===== config.mk =====
export PLATFORM = sky130hd
export DESIGN_NAME = lmt_cell
export DESIGN_NICKNAME = d
export VERILOG_FILES = /design/src/hdl/local_mean_threshold_3x3_macros.svh /design/src/hdl/lmt_pkg.sv /design/src/hdl/lmt_cell.sv
export SDC_FILE = /design/constraint.sdc
export NUM_CORES = 1
export LEC_CHECK = 0
export BUFFER_PORTS_ARGS = -buffer_cell sky130_fd_sc_hd__clkbuf_2
export CAP_MARGIN = 5
export CORE_MARGIN = 3
export CORE_UTILIZATION = 30
export CTS_CLUSTER_DIAMETER = 80
export DETAILED_ROUTE_END_ITERATION = 10
export GPL_ROUTABILITY_DRIVEN = 0
export PLACE_DENSITY = 0.69
export SYNTH_ARGS = -nofsm -noshare
export SYNTH_HDL_FRONTEND = slang
export SYNTH_SLANG_ARGS = --single-unit

===== constraint.sdc =====
create_clock -name clk -period 1.4 [get_ports clk]
set_input_delay 0.14 -clock clk [delete_from_list [all_inputs] [get_ports clk]]
set_output_delay 0.14 -clock clk [all_outputs]
set_load 0.05 [all_outputs]

===== src/hdl/local_mean_threshold_3x3_macros.svh =====
// ----------------------------------------------------------------------------
// local_mean_threshold_3x3_macros: assertion helpers
// Clocked on clk, disabled while rst is high.
// ----------------------------------------------------------------------------
`ifndef LOCAL_MEAN_THRESHOLD_3X3_MACROS_SVH
`define LOCAL_MEAN_THRESHOLD_3X3_MACROS_SVH

`ifndef ASSERT_OFF

// Same-cycle implication
`define LMT_ASSERT_IMP(name, ante, cons, msg) \
  name: assert property (@(posedge clk) disable iff (rst) (ante) |-> (cons)) else $error(msg);

// Next-cycle implication
`define LMT_ASSERT_NXT(name, ante, cons, msg) \
  name: assert property (@(posedge clk) disable iff (rst) (ante) |=> (cons)) else $error(msg);

`else

`define LMT_ASSERT_IMP(name, ante, cons, msg)
`define LMT_ASSERT_NXT(name, ante, cons, msg)

`endif

`endif


===== src/hdl/lmt_pkg.sv =====
// ----------------------------------------------------------------------------
// lmt_pkg: shared types and constants
// Field widths, register codes and the threshold test of the 3x3 binarizer.
// ----------------------------------------------------------------------------
`timescale 1ns / 1ps
`default_nettype none

package lmt_pkg;

  localparam int PIX_W         = 8;
  localparam int ROW_W         = 16;
  localparam int CFG_W_W       = 11;   // image_width register
  localparam int CFG_H_W       = 16;   // image_height register
  localparam int CFG_DATA_W    = 16;
  localparam int CFG_IDX_W     = 1;
  localparam int DEF_MAX_WIDTH = 1024;
  localparam int WINDOW        = 3;
  localparam int NCELL         = WINDOW - 1;  // stored columns; third is the new one
  localparam int SUM_W         = 10;          // 3-pixel column sum, max 765
  localparam int WSUM_W        = 12;          // 9-pixel window sum, max 2295
  localparam int MAX_RES       = 4;           // results per input beat
  localparam int RES_N_W       = 3;
  localparam int QDEPTH        = 8;           // output queue entries, power of two

  localparam logic [CFG_W_W-1:0] WIDTH_RESET  = 11'd640;
  localparam logic [CFG_H_W-1:0] HEIGHT_RESET = 16'd480;

  localparam logic [CFG_IDX_W-1:0] REG_WIDTH  = 1'b0;
  localparam logic [CFG_IDX_W-1:0] REG_HEIGHT = 1'b1;

  // One window column, for the upper output row (0) and the lower one (1)
  typedef struct packed {
    logic [SUM_W-1:0] sum0;
    logic [SUM_W-1:0] sum1;
    logic [PIX_W-1:0] cen0;
    logic [PIX_W-1:0] cen1;
  } lmt_col_t;

  // Line store word: two rows of one column
  typedef struct packed {
    logic [PIX_W-1:0] older;
    logic [PIX_W-1:0] prev;
  } lmt_line_t;

  // 1 when nine times the centre exceeds the window sum
  function automatic logic judge(input logic [WSUM_W-1:0] wsum,
                                 input logic [PIX_W-1:0] cen);
    logic [WSUM_W-1:0] nine;
    nine = WSUM_W'({cen, 3'b000}) + WSUM_W'(cen);
    return nine > wsum;
  endfunction

endpackage

`default_nettype wire


===== src/hdl/lmt_cell.sv =====
// ----------------------------------------------------------------------------
// lmt_cell: one window column
// Holds column sums and centres of both output rows; loads from its neighbor or, at the head, from the new column.
// ----------------------------------------------------------------------------
`timescale 1ns / 1ps
`default_nettype none

module lmt_cell
  import lmt_pkg::*;
(
  input  wire logic     clk,
  input  wire logic     rst,
  input  wire logic     clr,
  input  wire logic     shift,
  input  wire lmt_col_t d,
  output lmt_col_t      q
);

  always_ff @(posedge clk) begin
    if (rst || clr) begin
      q <= '0;
    end else if (shift) begin
      q <= d;
    end
  end

endmodule

`default_nettype wire


Yosys cells after proc, flatten, opt, wreduce, memory -nomap -nowiden:

Index checks and enable logic that the tools add are counted.

* register bits after elaboration: 36
* output and inout port bits: 36
* logic and storage cells: 5

* reduce and logical (&&, ||, !) cells: 1

Operator list (number)
* $logic_or 1x1->1: 1

Depth between registers and ports, before layout:

* depth in word-level cells: 1
* gate-level depth with buffers: 4
* depth with buffers taken out: 2

Worst setup path after synthesis:

No wires, ideal clock.

* path type: register to register
* start: register q[0] (netlist name)
* end: register q[0] (netlist name)
* slack: 0.518 ns
* period minus slack after synthesis: 0.882 ns
* stages on the path, launching flop included: 3
* arrival time: 0.817 ns
* setup time: 0.065 ns
* cells stage by stage: dfxtp_1 -> mux2i_1 -> nor2_1

RTL lines
* to (signal assigned): line lmt_cell.sv:21 `q <= '0;`
* to (signal assigned): line lmt_cell.sv:23 `q <= d;`
* to (decl): line lmt_cell.sv:16 `output lmt_col_t q`

Worst setup path after layout:

* start: register q[20] (netlist name)
* end: output port q[20] (netlist name)

No word-level cell between the ends.

==> run_summary.xml <==
<?xml version="1.0" encoding="UTF-8"?>
<metrics>
  <group name="outcome">
    <metric name="outcome" unit="">finished clean</metric>
  </group>
  <group name="die">
    <metric name="die_w" unit="microns">72.4</metric>
    <metric name="fp.dieArea" unit="sq um">5250</metric>
    <metric name="placeableCoreArea" unit="sq um">4120</metric>
    <metric name="die-height" unit="microns">72.4</metric>
    <metric name="ios" unit="">76</metric>
    <metric name="num_rows" unit="">23</metric>
    <metric name="initial_core_util" unit="%">32.2</metric>
  </group>
  <group name="critical_path">
    <metric name="critical-path-slowest-cell" unit="">sky130_fd_sc_hd__dfxtp_1</metric>
    <metric name="timing.critical_path.arrival" unit="ns">0.91</metric>
    <metric name="cp-startpoint" unit="">q[20]</metric>
    <metric name="worstSetupPathType" unit="">reg2out</metric>
    <metric name="critPathCapture" unit="">q[20]</metric>
    <metric name="worst_ep_required_time" unit="ns">1.26</metric>
    <metric name="rr_worst_depth" unit="">2</metric>
    <metric name="worstReg2RegEnd" unit="">q[12]</metric>
    <metric name="setup.worst_path.end_class" unit="">primary output</metric>
    <metric name="critical_path_depth" unit="">1</metric>
    <metric name="ordered_list_of_cells_on_the_worst_path" unit="">clkbuf_2</metric>
    <metric name="critPathMaxFanout" unit="">2</metric>
    <metric name="critical_path_buf_inv_count" unit="">1</metric>
    <metric name="path_delay_family" unit="">flip-flops</metric>
    <metric name="cp-start-kind" unit="">flop</metric>
    <metric name="max_stage_delay" unit="ns">0.35</metric>
    <metric name="setup.reg_to_reg.worst_slack" unit="ns">0.78</metric>
    <metric name="ff_to_ff_start" unit="">q[12]</metric>
  </group>
  <group name="synth">
    <metric name="netlist_instances" unit="">117</metric>
    <metric name="yosys_warning_count" unit="">0</metric>
    <metric name="synthesized_area" unit="sq um">1320</metric>
    <metric name="synth-edff-count" unit="">0</metric>
    <metric name="syn-mean-instance-area" unit="sq um">11.3</metric>
    <metric name="synth.yosys.seq_area_share" unit="%">54.4</metric>
    <metric name="list_of_most_frequent_post_synthesis_cells" unit="">36 x sky130_fd_sc_hd__dfxtp_1, 36 x sky130_fd_sc_hd__mux2i_1, 36 x sky130_fd_sc_hd__nor2_1</metric>
    <metric name="yosys_register_bits" unit="">36</metric>
    <metric name="synth.area.top_cells" unit="">sky130_fd_sc_hd__dfxtp_1 54%, sky130_fd_sc_hd__mux2i_1 27%, sky130_fd_sc_hd__nor2_1 10%</metric>
    <metric name="total_nets_after_synthesis" unit="">157</metric>
    <metric name="post-synth-top-area-fraction" unit="%">54.4</metric>
    <metric name="async_flop_share" unit="%">0</metric>
    <metric name="synth_largest_area_cell" unit="">sky130_fd_sc_hd__dfxtp_1</metric>
    <metric name="yosys_most_used_dff" unit="">sky130_fd_sc_hd__dfxtp_1</metric>
    <metric name="synth_cell_type_count" unit="">6</metric>
  </group>
  <group name="clocking">
    <metric name="cts_made_buffers" unit="">5</metric>
    <metric name="tritoncts_num_sinks" unit="">36</metric>
    <metric name="cts-root-to-sink-buffers" unit="">2</metric>
    <metric name="ctsHoldBuffers" unit="">0</metric>
    <metric name="cts.reportedPaths.clkPinSlew" unit="ns">0.07</metric>
    <metric name="ctsResizeCount" unit="">0</metric>
    <metric name="clk_latency" unit="ns">0.28</metric>
    <metric name="htree_num_levels" unit="">2</metric>
    <metric name="ctsRootBufferMaster" unit="">sky130_fd_sc_hd__clkbuf_8</metric>
    <metric name="cts_tree" unit="">built</metric>
    <metric name="postCtsSetupRepairBufs" unit="">0</metric>
  </group>
  <group name="drt">
    <metric name="route.detailed.wl_per_inst" unit="microns">11.2</metric>
    <metric name="route.vias.total" unit="">1025</metric>
    <metric name="final_routed_wirelength_across_all_metal_layers" unit="microns">2730</metric>
    <metric name="detail_route.vias_per_cell" unit="">4.20</metric>
    <metric name="remaining_drc_errors" unit="">0</metric>
    <metric name="remaining_antenna_violation_count_after_routing" unit="">0</metric>
    <metric name="drt_iter0_markers" unit="">20</metric>
    <metric name="first_pass_iters" unit="">2</metric>
  </group>
  <group name="min_path">
    <metric name="timing.hold.worst.class" unit="">in2reg</metric>
    <metric name="min_delay_path_depth" unit="">3</metric>
  </group>
  <group name="timing">
    <metric name="clk_skew" unit="ns">0</metric>
    <metric name="slew_headroom" unit="%">75.4</metric>
    <metric name="report.final.setup_viol" unit="">0</metric>
    <metric name="final-hold-violation-count" unit="">0</metric>
    <metric name="finalWorstPathRequiredPeriod" unit="ns">1.05</metric>
    <metric name="fin_tns_setup" unit="ns">0</metric>
    <metric name="fmax" unit="MHz">954</metric>
    <metric name="grt_setup_unrepaired" unit="">false</metric>
    <metric name="timing_worst_slew_pin_value" unit="ns">0.368</metric>
    <metric name="period_share" unit="%">74.9</metric>
    <metric name="maxSlewViolCount" unit="">0</metric>
  </group>
  <group name="placed_design">
    <metric name="place_hpwl" unit="microns">1910</metric>
    <metric name="placement.io_buffers" unit="">75</metric>
  </group>
  <group name="final_layout">
    <metric name="finish.net_count" unit="">233</metric>
    <metric name="areaGrowthSynthToFinish" unit="%">34.5</metric>
    <metric name="antenna_cells" unit="">0</metric>
    <metric name="drive_above_1_share" unit="%">43.8</metric>
    <metric name="largest_register_ffs" unit="">36</metric>
    <metric name="nFillCells" unit="">417</metric>
    <metric name="largest-register" unit="">q</metric>
    <metric name="largestRegisters" unit="">q x36</metric>
  </group>
  <group name="power_and_ir_drop">
    <metric name="power.ir.vdd_worst" unit="uV">631</metric>
    <metric name="power.leakage" unit="nW">0.944</metric>
    <metric name="total_power" unit="mW">2.14</metric>
    <metric name="power.density_cell_area" unit="nW/um^2">1200</metric>
  </group>
  <group name="global_route">
    <metric name="grt_pass1_vias" unit="">960</metric>
    <metric name="grt_pass1_wl" unit="microns">4350</metric>
    <metric name="grt_remaining_overflow" unit="">0</metric>
    <metric name="pin_count_of_the_biggest_net_entering_global_routing" unit="">37</metric>
    <metric name="antenna_found_initial" unit="">0</metric>
    <metric name="grt_usage" unit="%">10.7</metric>
  </group>
  <group name="job">
    <metric name="max-cap-violations" unit="">0</metric>
  </group>
</metrics>
-- power by group --
part / internal [mW] / switching [mW]
logic: 0.119 / 0.209
registers: 1.06 / 0.0161
clock network: 0.392 / 0.344
-- layout make-up --
type | instances | area [sq um] | area share (%)
timing repair buffer | 77 | 403 | 22.6
tap | 50 | 62.6 | 3.51
clock inverter | 2 | 10.0 | 0.562
multi-input combinational | 73 | 502 | 28.2
clock buffer | 6 | 82.6 | 4.64
sequential | 36 | 721 | 40.5
-- cell usage in the layout, fill, tap and decap left out, drive strengths merged --
master / instances
clkinv: 2
nor2: 36
buf: 2
or2: 1
dfxtp: 36
clkbuf: 81
mux2i: 36
-- cell families (layout without fill, tap and decap cells) --
logic type / Yosys count / count (layout) / share of synthesized area (%)
buf+inv: 8 / 85 / 7.66
flops: 36 / 36 / 54.4
simple gates: 37 / 37 / 10.7
mux: 36 / 36 / 27.2
-- metrics by stage --
| step | hold WS, ns | worst slack [ns] | utilization (%) | cells | area (sq um) |
|---|---|---|---|---|---|
| global route | 0.0988 | 0.304 | 43.3 | 244 | 1780 |
| CTS | 0.0804 | 0.330 | 43.3 | 244 | 1780 |
| finish | 0.0954 | 0.352 | 43.3 | 244 | 1780 |
| floorplan | 0.287 | 0.518 | - | 117 | 1320 |
| global placement | 0.375 | 0.481 | 41.0 | 236 | 1690 |
| detailed placement | 0.384 | 0.471 | 41.0 | 236 | 1690 |
-- metal layers --
metal / up-vias / track usage, % / share of wire (%)
met5: - / 0 / 0
met4: 0 / 4.30 / 1.7
met3: 4 / 4.43 / 8.9
met2: 41 / 17.1 / 46
met1: 446 / 12.8 / 43
li1: 534 / - / -
-- how the worst min path moves through the flow --
stage | to | slack, ns | startpoint
after floorplan | q[0] | 0.29 | d[0]
after global placement | q[28] | 0.37 | d[28]
after CTS | q[32] | 0.08 | d[32]
after global routing | q[35] | 0.1 | d[35]
after detailed placement | q[9] | 0.38 | d[9]
final | q[32] | 0.1 | d[32]
Note: power is estimated with default switching activity, not from simulation.
