File: src/hdl/local_mean_threshold_3x3_macros.svh
// ----------------------------------------------------------------------------
// local_mean_threshold_3x3_macros: assertion helpers
// Clocked on clk, disabled while rst is high.
// ----------------------------------------------------------------------------
`ifndef LOCAL_MEAN_THRESHOLD_3X3_MACROS_SVH
`define LOCAL_MEAN_THRESHOLD_3X3_MACROS_SVH

`ifndef ASSERT_OFF

// Same-cycle implication
`define LMT_ASSERT_IMP(name, ante, cons, msg) \
  name: assert property (@(posedge clk) disable iff (rst) (ante) |-> (cons)) else $error(msg);

// Next-cycle implication
`define LMT_ASSERT_NXT(name, ante, cons, msg) \
  name: assert property (@(posedge clk) disable iff (rst) (ante) |=> (cons)) else $error(msg);

`else

`define LMT_ASSERT_IMP(name, ante, cons, msg)
`define LMT_ASSERT_NXT(name, ante, cons, msg)

`endif

`endif

File: src/hdl/lmt_pkg.sv
// ----------------------------------------------------------------------------
// lmt_pkg: shared types and constants
// Field widths, register codes and the threshold test of the 3x3 binarizer.
// ----------------------------------------------------------------------------
`timescale 1ns / 1ps
`default_nettype none

package lmt_pkg;

  localparam int PIX_W         = 8;
  localparam int ROW_W         = 16;
  localparam int CFG_W_W       = 11;   // image_width register
  localparam int CFG_H_W       = 16;   // image_height register
  localparam int CFG_DATA_W    = 16;
  localparam int CFG_IDX_W     = 1;
  localparam int DEF_MAX_WIDTH = 1024;
  localparam int WINDOW        = 3;
  localparam int NCELL         = WINDOW - 1;  // stored columns; third is the new one
  localparam int SUM_W         = 10;          // 3-pixel column sum, max 765
  localparam int WSUM_W        = 12;          // 9-pixel window sum, max 2295
  localparam int MAX_RES       = 4;           // results per input beat
  localparam int RES_N_W       = 3;
  localparam int QDEPTH        = 8;           // output queue entries, power of two

  localparam logic [CFG_W_W-1:0] WIDTH_RESET  = 11'd640;
  localparam logic [CFG_H_W-1:0] HEIGHT_RESET = 16'd480;

  localparam logic [CFG_IDX_W-1:0] REG_WIDTH  = 1'b0;
  localparam logic [CFG_IDX_W-1:0] REG_HEIGHT = 1'b1;

  // One window column, for the upper output row (0) and the lower one (1)
  typedef struct packed {
    logic [SUM_W-1:0] sum0;
    logic [SUM_W-1:0] sum1;
    logic [PIX_W-1:0] cen0;
    logic [PIX_W-1:0] cen1;
  } lmt_col_t;

  // Line store word: two rows of one column
  typedef struct packed {
    logic [PIX_W-1:0] older;
    logic [PIX_W-1:0] prev;
  } lmt_line_t;

  // 1 when nine times the centre exceeds the window sum
  function automatic logic judge(input logic [WSUM_W-1:0] wsum,
                                 input logic [PIX_W-1:0] cen);
    logic [WSUM_W-1:0] nine;
    nine = WSUM_W'({cen, 3'b000}) + WSUM_W'(cen);
    return nine > wsum;
  endfunction

endpackage

`default_nettype wire

File: src/hdl/lmt_outq.sv
// ----------------------------------------------------------------------------
// lmt_outq: result queue
// Takes up to four entries a cycle, gives one a cycle.
// ----------------------------------------------------------------------------
`timescale 1ns / 1ps
`default_nettype none

module lmt_outq
  import lmt_pkg::*;
#(
  parameter int DATA_W = 29
) (
  input  wire logic                          clk,
  input  wire logic                          rst,
  input  wire logic [RES_N_W-1:0]            push_n,
  input  wire logic [DATA_W-1:0]             push_data [MAX_RES],
  input  wire logic                          pop,
  output logic                               not_empty,
  output logic [DATA_W-1:0]                  head,
  output logic [$clog2(QDEPTH+1)-1:0]        count
);

  localparam int PW = $clog2(QDEPTH);
  localparam int CW = $clog2(QDEPTH + 1);

  logic [DATA_W-1:0] mem [QDEPTH];
  logic [PW-1:0]     wr_ptr;
  logic [PW-1:0]     rd_ptr;
  logic              do_pop;

  assign not_empty = (count != '0);
  assign do_pop    = pop && not_empty;
  assign head      = mem[rd_ptr];

  always_ff @(posedge clk) begin
    if (rst) begin
      wr_ptr <= '0;
      rd_ptr <= '0;
      count  <= '0;
    end else begin
      wr_ptr <= wr_ptr + PW'(push_n);
      rd_ptr <= rd_ptr + PW'(do_pop);
      count  <= count + CW'(push_n) - CW'(do_pop);
    end
  end

  always_ff @(posedge clk) begin
    for (int i = 0; i < MAX_RES; i++) begin
      if (i < int'(push_n)) begin
        mem[wr_ptr + PW'(i)] <= push_data[i];
      end
    end
  end

endmodule

`default_nettype wire

File: config.mk
export PLATFORM = sky130hd
export DESIGN_NAME = lmt_outq
export DESIGN_NICKNAME = d
export VERILOG_FILES = /design/src/hdl/local_mean_threshold_3x3_macros.svh /design/src/hdl/lmt_pkg.sv /design/src/hdl/lmt_outq.sv
export SDC_FILE = /design/constraint.sdc
export NUM_CORES = 1
export LEC_CHECK = 0
export BUFFER_PORTS_ARGS = -buffer_cell sky130_fd_sc_hd__buf_4
export CAP_MARGIN = 20
export CORE_MARGIN = 10
export CORE_UTILIZATION = 40
export DETAILED_ROUTE_END_ITERATION = 16
export REMOVE_ABC_BUFFERS = 1
export SYNTH_ARGS = -nofsm -noshare
export SYNTH_HDL_FRONTEND = slang
export SYNTH_SLANG_ARGS = --single-unit
File: constraint.sdc
create_clock -name clk -period 6 [get_ports clk]
set_input_delay 0.6 -clock clk [delete_from_list [all_inputs] [get_ports clk]]
set_output_delay 0.6 -clock clk [all_outputs]
set_load 0.01 [all_outputs]
; ---- After elaboration in Yosys (flattened, before gate mapping)
; Memory sizes are Yosys's and may differ from the RTL's. A register that Yosys moved wholly into a read port is not among the register bits.
; Cells that the tools add are included.
[totals]
elab_cells = 26
ramBits = 232
ff_bits = 10
mem_count = 1
in_bits = 122
out_inout_bits = 34
[classes]
n_mux = 9
magnitude_cmp = 4
n_reduce_logical = 2
n_addsub = 7
[mem_list]
columns = memory, depth, width, read_ports, rd_clocked_by_memory_dff, write_ports, line
row1 = mem, 8, 29, 1, 1, 4, lmt_outq.sv:26  ; logic [DATA_W-1:0] mem [QDEPTH];
[ops]
columns = cell, n
row1 = $mux 1, 8
row2 = $add 3x2->3 const B, 2
row3 = $lt 1x3->1 const A, 2
row4 = $lt 2x3->1 const A, 2
row5 = $add 4x3->4, 1
row6 = $reduce_bool 4->1, 1
row7 = $sub 4x1->4, 1
row8 = $add 3x1->3, 1
row9 = $add 3x1->3 const B, 1
row10 = $add 3x3->3, 1
row11 = $mux 3, 1
row12 = $logic_and 1x1->1, 1

; ---- Depth between registers and ports, before layout
; Gate-level depths: netlist (run 1).
[depth]
ltp_word = 4
ltp_mapped = 11

; ---- Least setup slack after synthesis (run 1)
; No wires, ideal clock.
[synth_timing]
path_kind = in2reg
startpoint = in push_n[1]
endpoint = mem mem[2][0] (enable)
arrival_ns = 4.406
path_slack_ns = 1.076
stages = 4
required_ns = 5.483
setup_time_ns = 0.517
n_path_buf = 1
cell_sequence = buf_2 > maj3_1 > nor2_1 > o311ai_0
[synth_lines]
columns = item, line
row1 = from (decl), lmt_outq.sv:15  ; input wire logic [RES_N_W-1:0] push_n,
row2 = to (decl), lmt_outq.sv:26

==> results.json, run 1 <==
{
  "r2r_end": "mem[1][22]$_DFFE_PP_",
  "cts.htree.levels": 1,
  "p_per_area_nw_per_um2": 391,
  "cts_resized": 0,
  "first_pass_iters": 8,
  "final.setup.tns_ns": 0,
  "cts_buffers": 29,
  "status": "finished, final reports clean",
  "cts_hold_buf": 0,
  "seq_area_frac_synth_pct": 46.3,
  "finalSetupViolCount": 0,
  "hold_viol_final": 0,
  "layout_common_cells": "232 x edfxtp_1, 226 x o22ai_1, 198 x mux2i_1, 198 x buf_4, 194 x a21oi_1",
  "cts-root-buf": "clkbuf_16",
  "n_fill_cell": 3452,
  "drt_wl_total_mm": 56.1,
  "whs_path_depth": 2,
  "place_area_um2": 16700,
  "drive_gt1_share_pct": 24.7,
  "area_delta_synth_final_pct": 13.8,
  "detailed_place_hpwl_mm": 34.1,
  "dieArea_um2": 47000,
  "min_to": "count[1]$_SDFF_PP0_",
  "grtUsageTotal_pct": 22.8,
  "dp_cells": 1878,
  "via_count": 12768,
  "grt_overflow": 0,
  "p_leak_nw": 7.17,
  "cp_slowest_stage_delay_ns": 0.82,
  "path_clk_slew_ns": 0.06,
  "final_common_cell": "edfxtp_1",
  "synth_area_um2": 15500,
  "max-vdd-ir-drop_v": 0.000199,
  "crit_buf_inv": 2,
  "synth_cell_types": 39,
  "cpLargestDelayFamily": "simple AND/OR/NAND/NOR gates",
  "syn_inst": 1405,
  "die_w_um": 217,
  "crit_arrival_ns": 4.05,
  "fin_crit_ns": 4.09,
  "pre_cts_ws_ns": 2.00,
  "synth-seq-cells": 242,
  "rsz0062_at_grt": "no",
  "initial_utilization_pct": 40.8,
  "cp_cell_sequence": "inv_1, ha_1, xor2_1, nand3_1, buf_4, and2_1, nand3_2",
  "clockBufferDepth": 3,
  "end_kind": "register",
  "num_antenna_cells": 0,
  "nets": 1533,
  "r2r-start": "wr_ptr[0]$_SDFF_PP0_",
  "die_y_um": 217,
  "routedWlPerCell_um": 29.0,
  "drtIter0Drc": 1825,
  "grt_pass1_wl_mm": 83.1,
  "globalplace.congestion": 0.870,
  "power_mw": 6.89,
  "final_cells": 1931,
  "clock-skew-final_ns": 0.00975,
  "io_buffers": 155,
  "final_util_pct": 46.4,
  "period_share_pct": 68.1,
  "io-pin-count": 156,
  "worstSetupPathType": "register to register",
  "antenna_left": 0,
  "timing.hold.ws_ns": 0.294,
  "fmax_mhz": 245,
  "timing.final.ws_setup_ns": 1.91,
  "clk_latency_ns": 0.55,
  "drv_slew": 0,
  "fin_area_um2": 17600,
  "hold_path_class": "input pin to register",
  "cts_tree": "yes",
  "cp.required_ns": 5.96,
  "postCtsSetupBuffers": 0,
  "drcViolationCount": 0,
  "num_rows": 71,
  "synth_top_area_cell": "edfxtp_1",
  "core_area_um2": 37900,
  "grt_max_degree": 59,
  "rr_worst_depth": 7,
  "synthTopCellsByArea": "edfxtp_1 45%, mux2i_1 13%, o22ai_1 9.1%",
  "r2r_setup_slack_ns": 1.91,
  "drv_cap": 0,
  "viasPerCell": 6.61,
  "cpMaxStageDelayCell": "dfxtp_1",
  "avgSynthCellArea_um2": 11.0,
  "yosysWarningCount": 0,
  "crit_fanout": 30,
  "yosysTopAreaCellShare_pct": 45.0,
  "slew_headroom_pct": 21.9,
  "critPathLaunchType": "register",
  "grt_pass1_vias": 12950,
  "clock-sinks": 242,
  "hold_start": "rst",
  "tightest_slew_ns": 1.17,
  "antenna_found_initial": 0
}
synth_stat cells:
cell      instances
a22oi_1           6
and3_1            1
buf_6             1
o21ba_2           1
dfxtp_1          10
xor2_2            1
nand2_1          66
o211a_1           1
xnor2_1           7
nand2b_1          1
mux2_2           34
a21o_1            7
xor2_1            2
buf_2            34
nand4_1           6
mux2i_1         198
or4_1             1
and2_1            9
or3_1             4
nand3_1          12
buf_4            12
edfxtp_1        232
fa_1              2
inv_1            17
nor2b_1           5
mux4_2           58
o21a_1            1
nor3_1            3
buf_1            51
a31oi_1          29
nor3b_1           1
o311ai_0          6
o22ai_1         226
ha_1             11
clkbuf_1        139
o21ai_0           6
maj3_1            1
nor2_1            9
a21oi_1         194
flip-flops by register name, indices dropped and copies added, names as in the netlist:
name	count
rd_ptr	3
mem	232
count	4
wr_ptr	3
report_power, final:
part           internal [mW]  switching, mW  total, mW
Combinational           1.11           1.45       2.56
Clock                  0.924          0.725       1.65
Sequential              2.48          0.210       2.69
Total                   4.51           2.38       6.89
how the worst max path moves through the flow:
| stage | start | to | slack, ns | cells after the start |
|---|---|---|---|---|
| 6_report | wr_ptr[0]$_SDFF_PP0_ | mem[1][22]$_DFFE_PP_ | 1.91 | 7 |
| 2_1_floorplan | wr_ptr[0]$_SDFF_PP0_ | mem[7][0]$_DFFE_PP_ | 0.84 | 5 |
| 3_5_place_dp | wr_ptr[0]$_SDFF_PP0_ | mem[1][22]$_DFFE_PP_ | 2.00 | 7 |
| 4_1_cts | wr_ptr[0]$_SDFF_PP0_ | mem[1][12]$_DFFE_PP_ | 1.98 | 7 |
| 3_3_place_gp | wr_ptr[0]$_SDFF_PP0_ | mem[1][6]$_DFFE_PP_ | 2.08 | 7 |
| 5_1_grt | wr_ptr[0]$_SDFF_PP0_ | mem[1][13]$_DFFE_PP_ | 1.76 | 7 |
final cells by class:
| class | instances | area [um2] | area share, % |
|---|---|---|---|
| clock buffers | 34 | 744 | 4.23 |
| clock inverters | 19 | 119 | 0.675 |
| inverters | 17 | 63.8 | 0.362 |
| multi-input cells | 909 | 7360 | 41.8 |
| flip-flops and latches | 242 | 7170 | 40.7 |
| well taps | 511 | 639 | 3.63 |
| repair buffers | 199 | 1510 | 8.60 |
worst reg2reg max path, cell delays in order, from the launching register on:
cell and delay, ns:
dfxtp_1 0.82, inv_1 0.49, ha_1 0.39, xor2_1 0.18, nand3_1 0.13, buf_4 0.43, and2_1 0.23, nand3_2 0.82
logic make-up (layout without fill, tap and decap cells):
kind of cell | after synthesis | count (layout) | synth area share [%]
AO/OA/AOI/OAI | 477 | 477 | 17.9
XOR/XNOR | 10 | 10 | 0.614
adder cells (fa/ha/maj) | 14 | 14 | 1.21
buffers and inverters | 254 | 269 | 6.77
flip-flops | 242 | 242 | 46.3
multiplexers | 290 | 290 | 23.7
AND/OR/NAND/NOR | 118 | 118 | 3.45
per-layer routing:
metal | wire [um] | global-route usage, % | vias up
met3 | 5630 | 3.83 | 111
met4 | 1660 | 7.92 | 0
met2 | 26300 | 36.8 | 861
li1 | - | - | 5457
met5 | 0 | 0 | -
met1 | 22400 | 30.5 | 6339
No activity file was read; power rests on OpenSTA's default activity.
==> run 2: changes to the inputs <==
--- a/config.mk
+++ b/config.mk
@@ -5,6 +5,7 @@
 export SDC_FILE = /design/constraint.sdc
 export NUM_CORES = 1
 export LEC_CHECK = 0
+export ABC_AREA = 1
 export BUFFER_PORTS_ARGS = -buffer_cell sky130_fd_sc_hd__buf_4
 export CAP_MARGIN = 20
 export CORE_MARGIN = 10
==> constraint.sdc (replaced) <==
create_clock -name clk -period 4.1 [get_ports clk]
set_input_delay 0.41 -clock clk [delete_from_list [all_inputs] [get_ports clk]]
set_output_delay 0.41 -clock clk [all_outputs]
set_load 0.01 [all_outputs]
==> results.json, run 2 <==
{
  "postCtsSetupBuffers": 0,
  "yosysWarningCount": 0,
  "grt_overflow": 0,
  "drv_cap": 0,
  "area_delta_synth_final_pct": 12.2,
  "max-vdd-ir-drop_v": 0.000286,
  "n_fill_cell": 5078,
  "grt_max_degree": 69,
  "place_area_um2": 21200,
  "path_clk_slew_ns": 0.06,
  "clk_latency_ns": 0.59,
  "critPathLaunchType": "register",
  "drcViolationCount": 0,
  "synth_top_area_cell": "edfxtp_1",
  "die_w_um": 243,
  "die_y_um": 243,
  "drive_gt1_share_pct": 10.1,
  "initial_utilization_pct": 40.5,
  "layout_common_cells": "1,297 x nand2_1, 313 x inv_1, 257 x o21ai_0",
  "yosysTopAreaCellShare_pct": 35.2,
  "cts_resized": 0,
  "power_mw": 12.0,
  "clock-sinks": 242,
  "dp_cells": 3755,
  "end_kind": "register",
  "cp.required_ns": 4.35,
  "synth_edf_count": 232,
  "grtUsageTotal_pct": 29.8,
  "synth_cell_types": 30,
  "rsz0062_at_grt": "no",
  "viasPerCell": 5.84,
  "final_cells": 3812,
  "via_count": 22264,
  "cts_hold_buf": 0,
  "tightest_slew_ns": 0.976,
  "first_pass_iters": 7,
  "multi_input_area_um2": 10100,
  "routedWlPerCell_um": 24.0,
  "p_per_area_nw_per_um2": 541,
  "final.setup.tns_ns": 0,
  "reg.largest.list": "mem: 232 flops, count: 4 flops",
  "grt_pass1_vias": 21071,
  "detailed_place_hpwl_mm": 54.2,
  "hold_viol_final": 0,
  "synthMostInstantiatedCell": "nand2_1",
  "seq_area_frac_synth_pct": 36.2,
  "synthTopCellsByArea": "edfxtp_1 35%, nand2_1 25%, nand4_1 7.1%",
  "fin_crit_ns": 3.35,
  "synth_area_um2": 19800,
  "clockBufferDepth": 3,
  "cts_buffers": 31,
  "yosys_most_used_dff": "edfxtp_1",
  "synthArstFlopShare_pct": 0,
  "core_area_um2": 49000,
  "fmax_mhz": 298,
  "nets": 3260,
  "p_leak_nw": 10.6,
  "cts-root-buf": "clkbuf_16",
  "avgSynthCellArea_um2": 6.25,
  "crit_arrival_ns": 3.60,
  "fin_area_um2": 22200,
  "globalplace.congestion": 0.927,
  "clock-skew-final_ns": 0.00702,
  "top_register": "mem",
  "synth-seq-cells": 242,
  "finalSetupViolCount": 0,
  "grt_pass1_wl_mm": 136,
  "antenna_found_initial": 3,
  "cts_tree": "yes",
  "final_common_cell": "nand2_1",
  "antenna_left": 0,
  "io-pin-count": 156,
  "cts.htree.levels": 1,
  "num_antenna_cells": 0,
  "slew_headroom_pct": 34.9,
  "dieArea_um2": 58800,
  "drv_slew": 0,
  "drtIter0Drc": 3394,
  "synth.cells.most_frequent": "1,302 x nand2_1, 313 x inv_1, 257 x o21ai_0",
  "syn_inst": 3170,
  "largest_reg_flops": 232,
  "num_rows": 81,
  "period_share_pct": 81.8,
  "drt_wl_total_mm": 91.6,
  "worstSetupPathType": "register to register",
  "hold_path_class": "input pin to register",
  "io_buffers": 155,
  "crit_fanout": 41,
  "regArea_um2": 7180,
  "status": "finished, final reports clean"
}
[run 2: changes by cell type in the layout (fill, tap and decap cells not counted), moves of 13 or more]
cell     change
nand2_1   +1233
inv_1      +296
o21ai_0    +251
nand3_1    +244
o22ai_1    -226
nand4_1    +220
mux2i_1    -198
a21oi_1    -189
nor2_1     +184
mux4_2      -58
buf_4       +38
mux2_2      -34
a31oi_1     -29
o21ai_1     +13
[run 2: kinds of logic (layout without fill, tap and decap cells)]
| family | Yosys count | count (layout) | share of synthesized area (%) |
|---|---|---|---|
| simple gates | 1987 | 1987 | 42.3 |
| fa+ha+maj | 13 | 13 | 0.897 |
| flops | 242 | 242 | 36.2 |
| xor+xnor | 5 | 5 | 0.221 |
| compound gates | 282 | 282 | 7.22 |
| buf+inv | 641 | 619 | 13.2 |
[run 2: power breakdown]
group	total, mW	switching (mW)	internal [mW]	leakage [nW]
clock network	2.70	1.16	1.55	0.469
logic	5.42	3.89	1.53	7.89
registers	3.90	0.258	3.64	2.29
[run 2: final cells by class]
class | instances | share of cell area, %
tap | 664 | 3.74
inverter | 320 | 5.42
multi-input combinational | 2287 | 45.6
sequential | 242 | 32.3
clock buffer | 45 | 4.00
timing repair buffer | 243 | 8.58
clock inverter | 11 | 0.355
[run 2: worst paths after layout]
check / startpoint / slack [ns] / to / cells after the start
hold / removal: rst / 0.1 / rd_ptr[0]$_SDFF_PP0_ / 2
setup / recovery: wr_ptr[0]$_SDFF_PP0_ / 0.75 / mem[3][21]$_DFFE_PP_ / 7
setup reg to reg: wr_ptr[0]$_SDFF_PP0_ / 0.75 / mem[3][21]$_DFFE_PP_ / 7
hold reg to reg: count[3]$_SDFF_PP0_ / 0.70 / count[3]$_SDFF_PP0_ / 2
[run 2: critical path, cell delays in order, from the launching register on]
cell	delay, ns
dfxtp_1	0.59
inv_1	0.25
ha_4	0.63
buf_4	0.54
nand3_1	0.18
buf_4	0.25
o211ai_1	0.13
buf_4	0.41
[run 2: layer usage]
metal | share of wire [%] | up-vias | global-route usage, %
met5 | 0.054 | - | 0
met4 | 4.0 | 6 | 12.0
met3 | 13 | 284 | 7.63
met2 | 44 | 1673 | 46.3
met1 | 39 | 10216 | 38.6
li1 | - | 10085 | -
[run 2: metrics by stage]
step,utilization (%),hold WS (ns),setup WS (ns)
after floorplan,-,0.477,-3.89
after global placement,43.4,0.660,0.942
after detailed placement,43.4,0.690,0.850
after CTS,45.4,0.0810,0.811
after global routing,45.4,0.0971,0.612
final,45.4,0.0971,0.746
